**src/rtl/ocit_pkg.sv**
```systemverilog
// Shared constants for the orthographic/isometric camera transform unit.
package ocit_pkg;

   localparam int FRAC_BITS  = 16;
   localparam int ZOOM_FRAC  = 16;
   localparam int ZOOM_W     = 23;
   localparam int VP_W       = 14;
   localparam int CRD_W      = 32;
   localparam int K_W        = 30;
   localparam int KQ         = 30;
   localparam int ISO_LIM_EXP = 34;

   localparam logic [ZOOM_W-1:0] ZOOM_MIN = 23'd3277;
   localparam logic [ZOOM_W-1:0] ZOOM_RST = 23'd65536;
   localparam logic [VP_W-1:0]   VPW_RST  = 14'd1024;
   localparam logic [VP_W-1:0]   VPH_RST  = 14'd768;
   localparam logic [K_W-1:0]    INV_SQRT2 = 30'd759250125;

   localparam int HX_W  = VP_W + FRAC_BITS - 1;
   localparam int DW    = ((HX_W > CRD_W) ? HX_W : CRD_W) + 1;
   localparam int MW    = DW + 2;
   localparam int KM_W  = (MW > ISO_LIM_EXP + 1) ? MW : ISO_LIM_EXP + 1;
   localparam int PW    = KM_W + K_W;
   localparam int ZP    = KM_W + ZOOM_W;
   localparam int NUM_W = DW + ZOOM_FRAC;
   localparam int QW    = NUM_W + 1;
   localparam int RW    = 64;

   localparam int CSR_IDX_W  = 3;
   localparam int CSR_DATA_W = 32;
   localparam logic [CSR_IDX_W-1:0] CSR_VP_W   = 3'd0;
   localparam logic [CSR_IDX_W-1:0] CSR_VP_H   = 3'd1;
   localparam logic [CSR_IDX_W-1:0] CSR_CAM_X  = 3'd2;
   localparam logic [CSR_IDX_W-1:0] CSR_CAM_Y  = 3'd3;
   localparam logic [CSR_IDX_W-1:0] CSR_ZOOM   = 3'd4;
   localparam logic [CSR_IDX_W-1:0] CSR_ISO    = 3'd5;

   localparam logic ACT_W2S = 1'b0;
   localparam logic ACT_S2W = 1'b1;

endpackage

```
**src/rtl/ocit_kmul.sv**
```systemverilog
// Two-stage multiplier of a magnitude by 1/sqrt(2) in Q30, split in partial products.
module ocit_kmul (
   input  logic                        clock,
   input  logic                        adv,
   input  logic [ocit_pkg::KM_W-1:0]   mag_in,
   output logic [ocit_pkg::PW-1:0]     prod_out
);
   import ocit_pkg::*;

   localparam int LO_W = KM_W / 2;
   localparam int HI_W = KM_W - LO_W;

   logic [LO_W+K_W-1:0] lo_ff;
   logic [LO_W+K_W-1:0] lo_in;
   logic [HI_W+K_W-1:0] hi_ff;
   logic [HI_W+K_W-1:0] hi_in;
   logic [PW-1:0]       prod_ff;
   logic [PW-1:0]       prod_in;

   assign lo_in   = (LO_W+K_W)'(mag_in[LO_W-1:0]) * (LO_W+K_W)'(INV_SQRT2);
   assign hi_in   = (HI_W+K_W)'(mag_in[KM_W-1:LO_W]) * (HI_W+K_W)'(INV_SQRT2);
   assign prod_in = (PW'(hi_ff) << LO_W) + PW'(lo_ff);

   always_ff @(posedge clock) begin
      if (adv) begin
         lo_ff   <= lo_in;
         hi_ff   <= hi_in;
         prod_ff <= prod_in;
      end
   end

   assign prod_out = prod_ff;

endmodule

```
**config.mk**
```make
export PLATFORM = sky130hd
export DESIGN_NAME = ocit_kmul
export DESIGN_NICKNAME = d
export VERILOG_FILES = /design/src/rtl/ocit_pkg.sv /design/src/rtl/ocit_kmul.sv
export SDC_FILE = /design/constraint.sdc
export NUM_CORES = 1
export LEC_CHECK = 0
export CAP_MARGIN = 20
export CORE_ASPECT_RATIO = 0.5
export CORE_MARGIN = 3
export CORE_UTILIZATION = 30
export DETAILED_ROUTE_END_ITERATION = 7
export DONT_BUFFER_PORTS = 1
export HOLD_SLACK_MARGIN = 0.1
export PLACE_DENSITY = 0.49
export SLEW_MARGIN = 20
export SYNTH_ARGS = -nofsm -noshare
export SYNTH_HDL_FRONTEND = slang
export SYNTH_SLANG_ARGS = --single-unit
```
**constraint.sdc**
```tcl
create_clock -name clock -period 5.5 [get_ports clock]
set_input_delay 0.275 -clock clock [delete_from_list [all_inputs] [get_ports clock]]
set_output_delay 0.275 -clock clock [all_outputs]
set_load 0.005 [all_outputs]
```
==> results of run 1 <==
==> cell families after synthesis <==
logic type	after synthesis
xor gates and xnor gates	131
adders and majority gates	758
DFF	160
AOI/OAI and AO/OA	372
and+or+nand+nor	301
buffers and inverters	577
muxes	1
==> registers in the layout, summed over array words and instances (netlist names) <==
signal	count
hi_ff	48
lo_ff	47
prod_out	65
==> routing by layer <==
metal / routed length, µm / up-vias
li1: - / 8023
met1: 30000 / 8284
met2: 31000 / 244
met3: 2580 / 54
met4: 1220 / 0
met5: 0 / -
==> worst min-delay path by stage <==
stage                     from       end  slack [ns]
floorplan           mag_in[17]  hi_ff[0]        0.37
global placement    mag_in[17]  hi_ff[0]        0.38
detailed placement   mag_in[1]  lo_ff[1]        0.38
CTS                  mag_in[3]  lo_ff[3]        0.13
global route         mag_in[3]  lo_ff[3]        0.14
finish               mag_in[3]  lo_ff[3]        0.16
==> placed cells by master (no fill, tap or decap), types with 5 or more instances in the layout <==
cell / instances
o21ai_1: 25
buf_4: 209
nand4_1: 29
o211ai_1: 10
nor2b_1: 10
clkbuf_16: 17
a31oi_1: 18
xnor2_1: 79
and3_1: 14
or2_2: 8
fa_1: 307
a21o_1: 79
o21bai_1: 18
dlygate4sd3_1: 6
nand3_1: 30
or3_1: 5
a211oi_1: 9
and4_1: 7
nand2b_1: 10
o21a_1: 11
o31ai_1: 6
ha_1: 448
inv_1: 536
a21oi_1: 113
nor3_1: 19
a211o_1: 6
edfxtp_1: 160
nand2_1: 70
xor2_1: 52
a221oi_1: 5
o21ai_0: 30
nor2_1: 79
==> what timing repair did <==
item	in CTS	in global routing
hold buffers	8	0
setup endpoints to repair	0	9
gates resized for setup	0	14
endpoints found under the hold margin	66	0
buffers inserted	0	1
==> worst max-delay path, cell delays in order <==
cell	delay, ns
inv_1	0.03
ha_1	0.30
inv_1	0.13
fa_1	0.48
fa_1	0.50
fa_1	0.46
fa_1	0.51
inv_1	0.05
fa_1	0.50
inv_1	0.05
ha_1	0.31
a21o_1	0.18
a31oi_1	0.20
a21oi_1	0.09
a211o_1	0.33
o31a_1	0.35
a31o_1	0.24
a311oi_2	0.36
nand4b_1	0.14
o211ai_1	0.10
==> final cells by class <==
cell class,instances,area (µm²),area share
well taps,1036,1300,0.0474
clock buffers,17,425,0.0156
inverters,536,2010,0.0736
repair buffers,217,1680,0.0616
clock inverters,14,168,0.00613
flip-flops and latches,160,4800,0.176
multi-input cells,1563,16900,0.620
==> metrics by stage <==
stage	hold slack (ns)	std cells	setup slack (ns)	utilization	setup TNS (ns)
4_1_cts	0.132	3542	0.170	0.349	0
3_5_place_dp	0.376	3503	-0.331	0.340	-4.73
6_report	0.161	3543	0.209	0.350	0
5_1_grt	0.142	3543	-0.0206	0.350	-0.0206
3_3_place_gp	0.377	3503	-0.336	0.340	-3.73
2_1_floorplan	0.374	2300	-0.0593	-	-0.0856
==> impl.org, run 1 <==
** Outcome
- The run finished with clean final reports.

** Cells and area
- Final cell area excluding filler cells :: 27300 µm²
- Area overhead of the layout relative to synthesis :: 14.6%
- Ratio of cells with drive above 1 in the final layout :: 0.108
- Number of fill cells in the layout :: 7992
- Nets@finish :: 3290
- 0 antenna diodes ended up in the layout.

** Synthesis
- The synthesized design contains 160 enable-type register cells.
- Proportion of register bits with asynchronous set or reset after synthesis :: 0
- Avg Inst Size Synth :: 10.4 µm²
- The synthesized design spends more area on one cell type than any other, namely fa_1.
- Synthesis handed over a netlist of 2300 instances.
- The Yosys step of the flow raised 0 warnings.
- For this run, the leading register cell type out of synthesis is edfxtp_1.
- Area contributors post-synth :: fa_1 26%, ha_1 24%, edfxtp_1 20%
- Proportion of netlist area held by the largest area contributor :: 0.259
- Number of distinct library cells after synthesis :: 61
- Area fraction in and, or, nand and nor cells after synthesis :: 0.0624
- The synthesized design contains 160 register bits.
- The commonest cells after synthesis are 536 x inv_1, 450 x ha_1, 308 x fa_1.
- Cell with the most instances after synthesis :: inv_1
- Fraction of synthesized area in multiplexers :: 0.000420
- The share of the Yosys chip area taken by registers is 0.201.
- Compound-Gate Fraction of Synth Area :: 0.102
- Share of synthesized cell area in full adder, half adder and majority cells :: 0.495
- Post-synth net total :: 3095
- The mapped netlist covers 23800 µm².
- By area, the combinational part of the netlist is dominated by adder cells.
- Share of the synthesized netlist area taken by xor and xnor gates :: 0.0481

** Global routing
- Entering global routing, the biggest net connects 101 pins.
- The number of global-route vias before repair is 18220.
- For this run, global-route usage on met1 was measured as 0.219.
- The initial antenna violation count was 0.
- In this run the most used layer during global routing was met2.
- The first global-routing pass estimated 104000 µm of wire.
- Global-route usage over all layers :: 0.165
- Global routing finished with a remaining overflow of 0.
- For met2 alone, demand over resource in global routing was 0.283.
- Met3 track demand over resource in global routing :: 0.0283

** Clock tree
- TritonCTS built the clock tree.
- Num CTS Buffers :: 17
- H-tree depth :: 4
- The clock reaches the later pin of the worst-skew pair after 0.47 ns.
- Buffer levels on the longest clock path :: 2
- Clock transition at the registers of the reported paths :: 0.08 ns
- Root buffer selected by CTS :: clkbuf_16
- Counting every sink on the clock net gives 160.

** Detailed routing
- Via-to-Cell Ratio :: 4.69
- Violation count after the first detailed-route iteration :: 772
- Count of unresolved DRC violations after routing :: 0
- Total detailed-routing wirelength :: 64900 µm
- After detailed routing, the average wire length per cell comes to 18.3 µm.
- The first TritonRoute pass finished after 5 iterations.
- The count of nets left with antenna violations once routing finished came out at 0.
- Summing over every cut layer, the via total after detailed routing is 16605.

** Critical path
- The worst register-to-register path begins at lo_ff[17].
- Data on the critical path arrives at its endpoint at 5.60 ns.
- The critical path starts at mag_in[24].
- Classification of the worst setup path :: input port to flop
- CP Data Required Time :: 5.81 ns
- Along the worst path, the maximum fanout reaches 8.
- The endpoint identified for the worst register-to-register timing path is prod_out[55].
- The most critical setup path has its endpoint at hi_ff[44].
- The worst setup path is captured at a flop.
- In this run the register-to-register setup slack is 1.68 ns.
- Measured in cells, the most critical reg-to-reg path has a length of 12.
- The worst setup path is launched from an input port.

** Floorplanning
- The die is 405 µm wide.
- Boundary Pins :: 102
- The total area inside the core boundary comes to 78000 µm².
- Total number of placement rows :: 72
- Initial cell density of the core :: 0.306
- The floorplan step set the die height to 205 µm.
- Die area :: 83100 µm²

** Timing
- Final critical path time including I/O delays and setup :: 5.29 ns
- Maximum frequency from static timing analysis :: 0.189 GHz
- Setup repair after global routing could not meet its margin everywhere.
- Setup violations remaining at the end of the flow were counted as 0.
- Slew Limit Fails :: 0
- Rel. slew slack :: 0.406
- Final Hold Viols :: 0
- Slew at the pin with the worst max-slew slack :: 0.879 ns
- Post-route fraction of the period consumed by the critical path :: 0.962
- Worst Skew :: 0.0188 ns

** Hold path
- The path class of the tightest hold or removal check is input port to flop.
- The worst hold path passes through 2 cells.

** Placement
- Buffers placed on the I/O ports in this run total 0.
- Detailed placement finished with a half-perimeter wire length of 55000 µm.
- Once placement finished, the instance area stood at 26600 µm².
- At the end of routability-driven placement, the weighted congestion stood at 0.898.

** Job
- Number of maximum-capacitance constraint violations :: 0
Power of run 1 is not shown: default switching activity piles up to over one toggle a cycle in this logic, so the estimate is an artifact.
==> inputs of run 2 (changes only) <==
Settings changed: PLACE_DENSITY 0.49 to 0.57.
==> impl.org, run 2 (synthesis results as in run 1) <==
** Cells and area
- Of the cells placed in the final design, the portion with a size suffix greater than 1 is 0.0969.
- Final Instance Count excl. Fillers :: 3513
- Leaving out fill and tap cells, the most frequent cell in the layout is inv_1.
- From synthesis to final layout, the design area changed by 13.3%.
- Commonest non-fill, non-tap cells in the layout :: 536 x inv_1, 447 x ha_1, 307 x fa_1, 179 x buf_4, 160 x edfxtp_1
- After the last flow step, the layout net total stands at 3259.
- Number of flip-flops in the largest register :: 65
- Counting the fill cells in the layout gives 7892.
- Diodes inserted :: 0

** Timing
- Final critical path time including I/O delays and setup :: 5.34 ns
- RSZ-0062 raised after global routing :: yes
- Setup TNS :: 0 ns
- Static timing analysis puts the maximum clock frequency at 0.187 GHz.
- Setup Viol. Count Final :: 0
- The number of failing hold endpoints at the final stage came to 0.
- For the pin with the worst max-slew slack, the measured transition is 0.968 ns.
- Post-route fraction of the period consumed by the critical path :: 0.970
- The number of pins exceeding their max-slew limit in the final report came to 0.
- For the final database, setup skew stands at 0.0155 ns.
- Setup slack on the critical path of the routed design comes to 0.164 ns.
- Rel. slew slack :: 0.354
- Across all hold checks on the routed design, the worst slack comes to 0.198 ns.

** Critical path
- Along the worst path, the maximum fanout reaches 6.
- The worst setup path is of the input port to flop kind.
- Endpoint class of the critical path :: flop
- CP Data Required Time :: 5.80 ns
- Arrival time of the worst setup path :: 5.63 ns
- Startpoint Class :: input port

** Floorplanning
- Die area :: 83100 µm²
- Boundary Pins :: 102
- After floorplanning, the core was divided into 72 placement rows.
- Measured along the x axis, the die boundary spans 405 µm.
- Area of the core region :: 78000 µm²
- Initial cell density of the core :: 0.306
- Measured along the y axis, the die boundary spans 205 µm.

** Detailed routing
- Via-to-Cell Ratio :: 4.71
- Once detail routing completed, the nets flagged for antenna violations numbered 0.
- Total detailed-routing wirelength :: 61700 µm
- Total vias in the final route :: 16531
- The pre-antenna-repair detailed-routing pass consisted of 5 iterations.
- Drt wl/cell :: 17.6 µm
- Violation count after the first detailed-route iteration :: 1066
- Count of unresolved DRC violations after routing :: 0

** Clock tree
- Counting the buffers created by CTS gives 17.
- Clock sink count :: 160
- Root buffer selected by CTS :: clkbuf_16
- TritonCTS built the clock tree.
- Buffer levels on the longest clock path :: 2
- H-tree depth :: 4
- Clock latency on the worst-skew pair, taken at its later pin, is 0.45 ns.
- Clock transition at the registers of the reported paths :: 0.07 ns

** Global routing
- Entering global routing, the biggest net connects 155 pins.
- The initial antenna violation count came to 0.
- Global-route usage over all layers :: 0.156
- Via count of the first global-routing pass :: 17900
- Global routing finished with a remaining overflow of 0.
- The first global-routing pass estimated 100000 µm of wire.

** Job
- The tool flagged a number of max-cap violations equal to 0.

** Placement
- Number of instances in the placed design :: 3474
- Placed wire-length estimate after detailed placement :: 53100 µm
- Placement Setup Slack :: -0.320 ns
- Port buffering added 0 buffers.
- GPL Wtd Cong :: 0.904

** Outcome
- The flow ran to the end, and the final reports show no timing, DRC or antenna violations.

** Hold path
- Min-Delay Path Class :: input port to flop
[run 2: final timing paths]
check,start,endpoint,slack [ns],cells after the start
max reg2reg,lo_ff[17],prod_out[55],1.88,12
max,mag_in[25],hi_ff[44],0.16,18
min reg2reg,lo_ff[6],prod_out[6],0.42,0
min,mag_in[20],hi_ff[3],0.20,1
[run 2: area by class of cell]
| class | instances | area, µm² | area share |
|---|---|---|---|
| inverters | 536 | 2010 | 0.0744 |
| clock inverters | 14 | 124 | 0.00458 |
| well taps | 1036 | 1300 | 0.0480 |
| multi-input cells | 1563 | 16900 | 0.626 |
| repair buffers | 186 | 1430 | 0.0530 |
| clock buffers | 18 | 429 | 0.0159 |
| flip-flops and latches | 160 | 4800 | 0.178 |
[run 2: what timing repair did]
item | 4_1_cts | 5_1_grt
setup buffers | 0 | 0
endpoints found under the setup margin | 0 | 8
hold buffers | 7 | 0
endpoints found under the hold margin | 159 | 0
gates resized for setup | 0 | 12
[run 2: worst max-delay path: stages]
cell and delay [ns]:
fa_1 0.51, buf_4 0.16, fa_1 0.50, fa_1 0.57, fa_1 0.43, fa_1 0.49
inv_1 0.05, fa_1 0.47, inv_1 0.04, ha_1 0.28, a21o_1 0.18, a31o_2 0.22
a211o_1 0.25, o31a_1 0.32, a31o_1 0.24, a311oi_2 0.38, nand4b_1 0.14, o211ai_1 0.10
[run 2: stage by stage]
step | cell area [µm²] | util
6_report | 27000 | 0.346
3_3_place_gp | 26300 | 0.338
5_1_grt | 27000 | 0.346
4_1_cts | 27000 | 0.346
2_1_floorplan | 23900 | -
3_5_place_dp | 26300 | 0.338
[run 2: metal layers]
layer / GRT usage / part of all wire
met3: 0.0229 / 0.036
met2: 0.270 / 0.48
met4: 0.0192 / 0.0069
met5: 0 / 0
met1: 0.212 / 0.47
Power of run 2 is left out for the same reason.
